$ cat src/hw/rtl/ddsc_pkg.sv
// Package with the shared constants and types of the dominant direction side coder.
package ddsc_pkg;

	localparam int LANES = 8;
	localparam int DIR_W = 3;
	localparam int CNT_W = 4;
	localparam int DEF_MAX_DIRECTIONS = 8;
	localparam int DEF_RESPONSE_WIDTH = 32;
	localparam logic [CNT_W-1:0] NUM_DIR_RESET = CNT_W'(6);
	localparam logic [CNT_W-1:0] MIN_DIRECTIONS = CNT_W'(2);

	typedef struct packed {
		logic [DIR_W-1:0] dir;
		logic             side;
		logic             last;
	} scale_ctl_t;

endpackage

$ cat src/hw/rtl/ddsc_if.sv
// Handshake interfaces for the scale input channel and the code output channel.
interface ddsc_scale_if #(
	parameter int RESPONSE_WIDTH = ddsc_pkg::DEF_RESPONSE_WIDTH
);
	logic                             valid;
	logic                             ready;
	logic signed [RESPONSE_WIDTH-1:0] response_0;
	logic signed [RESPONSE_WIDTH-1:0] response_1;
	logic signed [RESPONSE_WIDTH-1:0] response_2;
	logic signed [RESPONSE_WIDTH-1:0] response_3;
	logic signed [RESPONSE_WIDTH-1:0] response_4;
	logic signed [RESPONSE_WIDTH-1:0] response_5;
	logic signed [RESPONSE_WIDTH-1:0] response_6;
	logic signed [RESPONSE_WIDTH-1:0] response_7;
	logic                             last_scale;

	modport source (
		output valid, response_0, response_1, response_2, response_3,
		       response_4, response_5, response_6, response_7, last_scale,
		input  ready
	);
	modport sink (
		input  valid, response_0, response_1, response_2, response_3,
		       response_4, response_5, response_6, response_7, last_scale,
		output ready
	);
endinterface

interface ddsc_code_if #(
	parameter int RESPONSE_WIDTH = ddsc_pkg::DEF_RESPONSE_WIDTH
);
	logic                             valid;
	logic                             ready;
	logic signed [RESPONSE_WIDTH-1:0] max_response;
	logic [ddsc_pkg::DIR_W-1:0]       dominant_direction;
	logic                             side_bit;

	modport source (
		output valid, max_response, dominant_direction, side_bit,
		input  ready
	);
	modport sink (
		input  valid, max_response, dominant_direction, side_bit,
		output ready
	);
endinterface

$ cat src/hw/rtl/dominant_direction_side_coder.sv
// The dominant direction side coder takes one transaction per cycle while its input is not
// held off, each holding the responses of all direction lanes for one scale of a pixel, and
// keeps the strongest scale. Eight lane comparators and a merging stage find the scale's
// winner in the cycle in which the transaction is accepted, and the stage register captures
// it at that edge. From the stage register the winner is folded into the running best, and
// a transaction marked as the last scale loads the code into the output register at that
// same edge. Throughput is one transaction per cycle while no earlier code is left untaken.
// A last-scale transaction waits in the stage register while an earlier code in the output
// register has not been taken, and the input is held off until it moves on. The code is
// offered from the output register once its last-scale transaction has left the stage register.
module dominant_direction_side_coder #(
	parameter int MAX_DIRECTIONS = ddsc_pkg::DEF_MAX_DIRECTIONS,
	parameter int RESPONSE_WIDTH = ddsc_pkg::DEF_RESPONSE_WIDTH
) (
	input  logic                       clk,
	input  logic                       arst_n,
	input  logic                       cfg_wr_en,
	input  logic [ddsc_pkg::CNT_W-1:0] cfg_wr_data,
	ddsc_scale_if.sink                 scale,
	ddsc_code_if.source                code
);
	import ddsc_pkg::*;

	localparam logic [CNT_W-1:0] CAP = CNT_W'(MAX_DIRECTIONS);

	logic [CNT_W-1:0]                 num_dir_q;
	logic [CNT_W-1:0]                 active;
	logic signed [RESPONSE_WIDTH-1:0] resp [LANES];
	logic [LANES-1:0]                 win;
	logic [LANES-1:0]                 side;
	logic signed [RESPONSE_WIDTH-1:0] top;
	scale_ctl_t                       ctl;

	logic                             valid_s1;
	logic signed [RESPONSE_WIDTH-1:0] top_s1;
	scale_ctl_t                       ctl_s1;
	logic                             go_s1;

	always_ff @(posedge clk or negedge arst_n) begin
		if (!arst_n) begin
			num_dir_q <= NUM_DIR_RESET;
		end else if (cfg_wr_en) begin
			num_dir_q <= cfg_wr_data;
		end
	end

	always_comb begin
		if (num_dir_q < MIN_DIRECTIONS) begin
			active = MIN_DIRECTIONS;
		end else if (num_dir_q > CAP) begin
			active = CAP;
		end else begin
			active = num_dir_q;
		end
	end

	assign resp[0] = scale.response_0;
	assign resp[1] = scale.response_1;
	assign resp[2] = scale.response_2;
	assign resp[3] = scale.response_3;
	assign resp[4] = scale.response_4;
	assign resp[5] = scale.response_5;
	assign resp[6] = scale.response_6;
	assign resp[7] = scale.response_7;

	for (genvar g = 0; g < LANES; g++) begin : g_lane
		ddsc_lane #(
			.RESPONSE_WIDTH(RESPONSE_WIDTH),
			.LANE          (g)
		) u_lane (
			.resp  (resp),
			.active(active),
			.win   (win[g]),
			.side  (side[g])
		);
	end

	ddsc_merge #(
		.RESPONSE_WIDTH(RESPONSE_WIDTH)
	) u_merge (
		.resp(resp),
		.win (win),
		.side(side),
		.last(scale.last_scale),
		.top (top),
		.ctl (ctl)
	);

	assign scale.ready = !valid_s1 || go_s1;

	always_ff @(posedge clk or negedge arst_n) begin
		if (!arst_n) begin
			valid_s1 <= 1'b0;
		end else if (scale.ready) begin
			valid_s1 <= scale.valid;
		end
	end

	always_ff @(posedge clk) begin
		if (scale.valid && scale.ready) begin
			top_s1 <= top;
			ctl_s1 <= ctl;
		end
	end

	ddsc_accum #(
		.RESPONSE_WIDTH(RESPONSE_WIDTH)
	) u_accum (
		.clk   (clk),
		.arst_n(arst_n),
		.valid (valid_s1),
		.top   (top_s1),
		.ctl   (ctl_s1),
		.go    (go_s1),
		.code  (code)
	);

endmodule

$ cat src/hw/rtl/ddsc_lane.sv
// One direction lane: decides whether this direction wins the scale and forms its side bit.
module ddsc_lane #(
	parameter int RESPONSE_WIDTH = ddsc_pkg::DEF_RESPONSE_WIDTH,
	parameter int LANE = 0
) (
	input  logic signed [RESPONSE_WIDTH-1:0] resp [ddsc_pkg::LANES],
	input  logic [ddsc_pkg::CNT_W-1:0]       active,
	output logic                             win,
	output logic                             side
);
	import ddsc_pkg::*;

	localparam logic [CNT_W-1:0] LANE_C    = CNT_W'(LANE);
	localparam logic [DIR_W-1:0] NEXT_FIX  = DIR_W'((LANE + 1) % LANES);
	localparam logic [DIR_W-1:0] PREV_FIX  = DIR_W'((LANE + LANES - 1) % LANES);

	logic [CNT_W-1:0] last_idx;
	logic [DIR_W-1:0] nxt_idx;
	logic [DIR_W-1:0] prv_idx;

	// A lane wins when it beats every lower lane strictly and ties or beats every higher active lane.
	always_comb begin
		win = (LANE_C < active);
		for (int j = 0; j < LANES; j++) begin
			if (j < LANE) begin
				win = win & (resp[LANE] > resp[j]);
			end else if ((j > LANE) && (CNT_W'(j) < active)) begin
				win = win & (resp[LANE] >= resp[j]);
			end
		end
	end

	always_comb begin
		last_idx = active - CNT_W'(1);
		nxt_idx  = (LANE_C == last_idx) ? DIR_W'(0) : NEXT_FIX;
		prv_idx  = (LANE == 0) ? last_idx[DIR_W-1:0] : PREV_FIX;
		side     = (resp[nxt_idx] >= resp[prv_idx]);
	end

endmodule

$ cat src/hw/rtl/ddsc_merge.sv
// Merging stage: turns the one-hot lane decisions into the scale's maximum, direction and side bit.
module ddsc_merge #(
	parameter int RESPONSE_WIDTH = ddsc_pkg::DEF_RESPONSE_WIDTH
) (
	input  logic signed [RESPONSE_WIDTH-1:0] resp [ddsc_pkg::LANES],
	input  logic [ddsc_pkg::LANES-1:0]       win,
	input  logic [ddsc_pkg::LANES-1:0]       side,
	input  logic                             last,
	output logic signed [RESPONSE_WIDTH-1:0] top,
	output ddsc_pkg::scale_ctl_t             ctl
);
	import ddsc_pkg::*;

	always_comb begin
		top      = '0;
		ctl.dir  = '0;
		ctl.side = 1'b0;
		ctl.last = last;
		for (int i = 0; i < LANES; i++) begin
			if (win[i]) begin
				top      = resp[i];
				ctl.dir  = DIR_W'(i);
				ctl.side = side[i];
			end
		end
	end

endmodule

$ cat src/hw/rtl/ddsc_accum.sv
// Running best over the scales of a pixel and the registered output of the finished code.
module ddsc_accum #(
	parameter int RESPONSE_WIDTH = ddsc_pkg::DEF_RESPONSE_WIDTH
) (
	input  logic                             clk,
	input  logic                             arst_n,
	input  logic                             valid,
	input  logic signed [RESPONSE_WIDTH-1:0] top,
	input  ddsc_pkg::scale_ctl_t             ctl,
	output logic                             go,
	ddsc_code_if.source                      code
);
	import ddsc_pkg::*;

	logic                             have_best_q;
	logic signed [RESPONSE_WIDTH-1:0] best_resp_q;
	logic [DIR_W-1:0]                 best_dir_q;
	logic                             best_side_q;
	logic                             out_valid_q;
	logic signed [RESPONSE_WIDTH-1:0] out_resp_q;
	logic [DIR_W-1:0]                 out_dir_q;
	logic                             out_side_q;

	logic                             upd;
	logic signed [RESPONSE_WIDTH-1:0] nb_resp;
	logic [DIR_W-1:0]                 nb_dir;
	logic                             nb_side;

	always_comb begin
		upd     = !have_best_q || (top > best_resp_q);
		nb_resp = upd ? top : best_resp_q;
		nb_dir  = upd ? ctl.dir : best_dir_q;
		nb_side = upd ? ctl.side : best_side_q;
		go      = valid && (!ctl.last || !out_valid_q || code.ready);
	end

	always_ff @(posedge clk or negedge arst_n) begin
		if (!arst_n) begin
			have_best_q <= 1'b0;
			best_resp_q <= '0;
			best_dir_q  <= '0;
			best_side_q <= 1'b0;
		end else if (go) begin
			if (ctl.last) begin
				have_best_q <= 1'b0;
				best_resp_q <= '0;
				best_dir_q  <= '0;
				best_side_q <= 1'b0;
			end else begin
				have_best_q <= 1'b1;
				best_resp_q <= nb_resp;
				best_dir_q  <= nb_dir;
				best_side_q <= nb_side;
			end
		end
	end

	always_ff @(posedge clk or negedge arst_n) begin
		if (!arst_n) begin
			out_valid_q <= 1'b0;
		end else if (go && ctl.last) begin
			out_valid_q <= 1'b1;
		end else if (code.ready) begin
			out_valid_q <= 1'b0;
		end
	end

	always_ff @(posedge clk) begin
		if (go && ctl.last) begin
			out_resp_q <= nb_resp;
			out_dir_q  <= nb_dir;
			out_side_q <= nb_side;
		end
	end

	assign code.valid              = out_valid_q;
	assign code.max_response       = out_resp_q;
	assign code.dominant_direction = out_dir_q;
	assign code.side_bit           = out_side_q;

	// A last scale always leaves the running best empty.
	a_clear_after_last: assert property (@(posedge clk) disable iff (!arst_n)
		(go && ctl.last) |=> !have_best_q)
		else $error("running best not cleared after last scale");

	// An intermediate scale always leaves a running best behind.
	a_best_after_scale: assert property (@(posedge clk) disable iff (!arst_n)
		(go && !ctl.last) |=> have_best_q)
		else $error("running best missing after intermediate scale");

	// A new code appears only from a last scale.
	a_code_from_last: assert property (@(posedge clk) disable iff (!arst_n)
		$rose(out_valid_q) |-> $past(go && ctl.last))
		else $error("code produced without a last scale");

	// A last scale is never taken while an unread code would be overwritten.
	a_no_overwrite: assert property (@(posedge clk) disable iff (!arst_n)
		(go && ctl.last && out_valid_q) |-> code.ready)
		else $error("pending code overwritten");

endmodule
$ cat src/flat_wrapper.sv
// flat-port wrapper written by rule: the top's interface ports become plain ports
module dominant_direction_side_coder_flat import ddsc_pkg::*;
#(
	parameter int MAX_DIRECTIONS = ddsc_pkg::DEF_MAX_DIRECTIONS,
	parameter int RESPONSE_WIDTH = ddsc_pkg::DEF_RESPONSE_WIDTH
)
  (clk, arst_n, cfg_wr_en, cfg_wr_data, scale_valid, scale_response_0, scale_response_1, scale_response_2, scale_response_3, scale_response_4, scale_response_5, scale_response_6, scale_response_7, scale_last_scale, scale_ready, code_valid, code_max_response, code_dominant_direction, code_side_bit, code_ready);
  ddsc_scale_if #(.RESPONSE_WIDTH(RESPONSE_WIDTH)) scale_i ();
  ddsc_code_if #(.RESPONSE_WIDTH(RESPONSE_WIDTH)) code_i ();
  input  logic clk;
  input  logic arst_n;
  input  logic cfg_wr_en;
  input  logic [ddsc_pkg::CNT_W-1:0] cfg_wr_data;
  input wire logic [$bits(scale_i.valid)-1:0] scale_valid;
  input wire logic [$bits(scale_i.response_0)-1:0] scale_response_0;
  input wire logic [$bits(scale_i.response_1)-1:0] scale_response_1;
  input wire logic [$bits(scale_i.response_2)-1:0] scale_response_2;
  input wire logic [$bits(scale_i.response_3)-1:0] scale_response_3;
  input wire logic [$bits(scale_i.response_4)-1:0] scale_response_4;
  input wire logic [$bits(scale_i.response_5)-1:0] scale_response_5;
  input wire logic [$bits(scale_i.response_6)-1:0] scale_response_6;
  input wire logic [$bits(scale_i.response_7)-1:0] scale_response_7;
  input wire logic [$bits(scale_i.last_scale)-1:0] scale_last_scale;
  output wire logic [$bits(scale_i.ready)-1:0] scale_ready;
  output wire logic [$bits(code_i.valid)-1:0] code_valid;
  output wire logic [$bits(code_i.max_response)-1:0] code_max_response;
  output wire logic [$bits(code_i.dominant_direction)-1:0] code_dominant_direction;
  output wire logic [$bits(code_i.side_bit)-1:0] code_side_bit;
  input wire logic [$bits(code_i.ready)-1:0] code_ready;
  assign scale_i.valid = scale_valid;
  assign scale_i.response_0 = scale_response_0;
  assign scale_i.response_1 = scale_response_1;
  assign scale_i.response_2 = scale_response_2;
  assign scale_i.response_3 = scale_response_3;
  assign scale_i.response_4 = scale_response_4;
  assign scale_i.response_5 = scale_response_5;
  assign scale_i.response_6 = scale_response_6;
  assign scale_i.response_7 = scale_response_7;
  assign scale_i.last_scale = scale_last_scale;
  assign scale_ready = scale_i.ready;
  assign code_valid = code_i.valid;
  assign code_max_response = code_i.max_response;
  assign code_dominant_direction = code_i.dominant_direction;
  assign code_side_bit = code_i.side_bit;
  assign code_i.ready = code_ready;
  dominant_direction_side_coder #(.MAX_DIRECTIONS(MAX_DIRECTIONS), .RESPONSE_WIDTH(RESPONSE_WIDTH)) u_core (.clk(clk), .arst_n(arst_n), .cfg_wr_en(cfg_wr_en), .cfg_wr_data(cfg_wr_data), .scale(scale_i), .code(code_i));
endmodule
$ cat config.mk
export PLATFORM = sky130hd
export DESIGN_NAME = dominant_direction_side_coder_flat
export DESIGN_NICKNAME = d
export VERILOG_FILES = /design/src/hw/rtl/ddsc_pkg.sv /design/src/hw/rtl/ddsc_if.sv /design/src/hw/rtl/dominant_direction_side_coder.sv /design/src/hw/rtl/ddsc_lane.sv /design/src/hw/rtl/ddsc_merge.sv /design/src/hw/rtl/ddsc_accum.sv /design/src/flat_wrapper.sv
export SDC_FILE = /design/constraint.sdc
export NUM_CORES = 2
export LEC_CHECK = 0
export BUFFER_PORTS_ARGS = -buffer_cell sky130_fd_sc_hd__buf_2
export CORE_MARGIN = 2
export CORE_UTILIZATION = 40
export CTS_CLUSTER_DIAMETER = 150
export DETAILED_ROUTE_END_ITERATION = 16
export PLACE_DENSITY = 0.6
export SYNTH_ARGS = -nofsm -noshare
export SYNTH_HDL_FRONTEND = slang
export SYNTH_SLANG_ARGS = --single-unit
$ cat constraint.sdc
create_clock -name clk -period 6 [get_ports clk]
set_input_delay 0.3 -clock clk [delete_from_list [all_inputs] [get_ports clk]]
set_output_delay 0.3 -clock clk [all_outputs]
set_load 0.005 [all_outputs]
==> flow_summary_export.csv <==
group,metric,value,unit
min_path,hp-class,"in -> reg",
synthesis,avgSynthCellArea,8.07,µm²
synthesis,synthSimpleGateAreaFrac,18.5,%
timing,clock.fmax,163,MHz
power,ir_worst_vdd,0.222,mV
layout,finalInstanceArea,43100,µm²
synthesis,synth_cell_types,100,
floorplan,fp.dieH,312,µm
floorplan,num_rows,113,
grt,track_usage,44.5,%
layout,multiInputGateArea,33000,µm²
outcome,status,"complete, but fails checks",
timing,rsz0062_at_grt,"no",
setup_path,cp.arrival,6470,ps
layout,post-route-util,45.6,%
detailed_routing,wirelength,226000,µm
job,drv_cap,0,
synthesis,synth.net_count,6130,
cts,clk_pin_slew_worst_paths,60,ps
synthesis,ys.flop_type,"edfxtp_1",
detailed_routing,drt_iter0_drc,6613,
detailed_routing,wl_per_cell,35.3,µm
timing,holdWs,53.4,ps
synthesis,synth.largest_area_cell,"ha_1",
timing,hold_viol_final,0,
grt,overflow,0,
synthesis,synth-compound-area-share,22.7,%
floorplan,die_area,97500,µm²
timing,period_needed,6130,ps
synthesis,synth-edff-count,73,
cts,htree_num_levels,4,
power,p_total,7.24,mW
synthesis,ys_warn_count,0,
placement,io_buffers,303,
layout,drive_above_1_share,13.8,%
placement,placed_cell_area,42500,µm²
cts,clock_path_buffers,2,
timing,setup_viol,1,
grt,antenna_found_initial,22,
power,leakage,21.4,nW
timing,worst_slew_pin_slew,1350,ps
grt,grt_max_degree,50,
setup_path,worstSetupStartpointType,"primary input",
synthesis,synth_seq_cells,116,
synthesis,synth_top_family_by_area,"adder cells",
timing,skew,39.1,ps
floorplan,core_area,94600,µm²
layout,syn_to_final_growth,13.5,%
setup_path,cp_max_fo,10,
cts,postCtsSetupBuffers,0,
floorplan,ioPinCount,304,
synthesis,ys_seq_area_share,8.61,%
timing,layout_setup_ws,-127,ps
grt,grt_pass1_vias,39000,
power,powerDensity,168,nW/µm²
synthesis,yosysMostFrequentCell,"ha_1",
synthesis,syn_inst,4705,
timing,fin_tns_setup,-127,ps
layout,ff_latch_area,3270,µm²
synthesis,synth_area,38000,µm²
synthesis,synth_area_leaders,"ha_1 (38%), edfxtp_1 (5.8%), a21oi_1 (5.3%)",
floorplan,die_width,312,µm
placement,routabilityCongestion,1.18,
synthesis,async_reset_ff_share,37.1,%
synthesis,yosys-top-cells-count,"ha_1 (1159), nand2_1 (494), a21oi_1 (400), o21ai_0 (366), inv_1 (331)",
floorplan,initial_core_util,40.2,%
timing,post-route-period-util,102,%
outcome,violations,"setup timing",
cts,cts_buffers,17,
grt,grt_pass1_wl,307000,µm
detailed_routing,firstDrtPassIters,6,
layout,nets,6543,
placement,dp_hpwl,182000,µm
layout,stdcell_count,6408,
setup_path,worstPathRequired,6340,ps
placement,post-place-ws,-213,ps
synthesis,synth_top_area_share,38.2,%
synthesis,muxShareOfSynthArea,6.99,%
detailed_routing,avgViaCountPerCell,6.86,
timing,relSlewSlack,9.21,%
placement,post-place-cells,6362,
cts,clock-sinks,116,
setup_path,critPathCaptureType,"register",
cts,insertion_delay,500,ps
synthesis,synthAdderAreaFrac,38.2,%
synthesis,synth-xor-area-share,0.0692,%
cts,cts_tree,"done",
detailed_routing,vias,43900,
layout,fillCellCount,9452,
detailed_routing,ant_nets,0,
timing,slew_viol_final,0,
detailed_routing,drc,0,
setup_path,path_class,"in -> reg",
cts,root_buffer,"clkbuf_16",
repair_timing:
| action | in CTS | in global routing |
|---|---|---|
| hold endpoints to repair | 42 | 0 |
| hold buffers | 2 | 0 |
| resized for setup | 0 | 2 |
| setup endpoints to repair | 0 | 2 |
placed cells by master (no fill, tap or decap), drive strengths merged, types with 41 or more instances in the layout:
master  count
ha       1159
buf       517
nand2     494
a21oi     403
o21ai     379
inv       339
nand4     230
nor2      136
nand3     135
a21o      127
mux2i     110
nor3       83
o211ai     78
nor2b      76
edfxtp     73
mux4       64
o21a       59
a211oi     54
dfrtp      41
state kept, by name, indices dropped and copies added (netlist names), 3 cells and up:
register and cells:
u_core.ctl_s1 5, u_core.u_accum.best_dir_q 3, u_core.num_dir_q 4, u_core.u_accum.code.max_response 32
u_core.top_s1 32, u_core.u_accum.code.dominant_direction 3, u_core.u_accum.best_resp_q 32
cells by family (layout without fill, tap and decap cells):
kind of cell    Yosys count  count (layout)
compound gates         1371            1371
xor+xnor                  3               3
simple gates           1384            1384
fa+ha+maj              1159            1159
other cells               0              12
flops                   116             116
mux                     184             184
buf+inv                 488             914
power breakdown:
part           internal, mW  switching [mW]
combinational          1.77            3.15
clock                 0.625           0.532
sequential             1.04           0.119
total                  3.44            3.80
worst paths after layout:
path | slack, ps | endpoint | depth (start not counted) | start
max in group asynchronous | 5090 | u_core.u_accum.best_resp_q[26]$_DFFE_PN0P_ | 3 | arst_n
worst min register to register | 530 | u_core.num_dir_q[0]$_DFFE_PN0P_ | 1 | u_core.num_dir_q[0]$_DFFE_PN0P_
min in group asynchronous | 460 | u_core.u_accum.best_resp_q[16]$_DFFE_PN0P_ | 3 | arst_n
worst max-delay path | -130 | u_core.top_s1[17]$_DFFE_PP_ | 17 | scale_response_1[12]
worst max register to register | 320 | u_core.ctl_s1[1]$_DFFE_PP_ | 22 | u_core.num_dir_q[3]$_DFFE_PN0P_
worst min-delay path | 50 | u_core.valid_s1$_DFFE_PN0N_ | 2 | scale_valid
critical path, cell delays in order:
cell      delay (ps)
buf_2            300
inv_1            110
ha_1             290
nand4_1          390
nor4_1          1240
a21boi_1         900
o41a_1           280
o21ai_0           90
nand3_1          230
a31oi_1           70
buf_4            190
or4b_1           610
buf_4            270
o31ai_1          220
a21oi_1          100
a21oi_1          640
buf_4            220
routing by layer:
metal / global-route usage [%] / routed length [µm] / vias up
li1: - / - / 19000
met1: 57.3 / 86500 / 20600
met2: 61.1 / 85700 / 3528
met3: 17.2 / 34300 / 852
met4: 29.6 / 19300 / 8
met5: 0 / 54 / -
layout make-up:
| cell class | instances | area share [%] |
|---|---|---|
| multi-input combinational | 4101 | 76.5 |
| timing repair buffer | 519 | 7.64 |
| sequential | 116 | 7.58 |
| tap | 1265 | 3.67 |
| inverter | 363 | 3.16 |
| clock buffer | 17 | 0.986 |
| clock inverter | 15 | 0.395 |
| antenna | 12 | 0.0696 |
No activity file was read; power rests on OpenSTA's default activity.
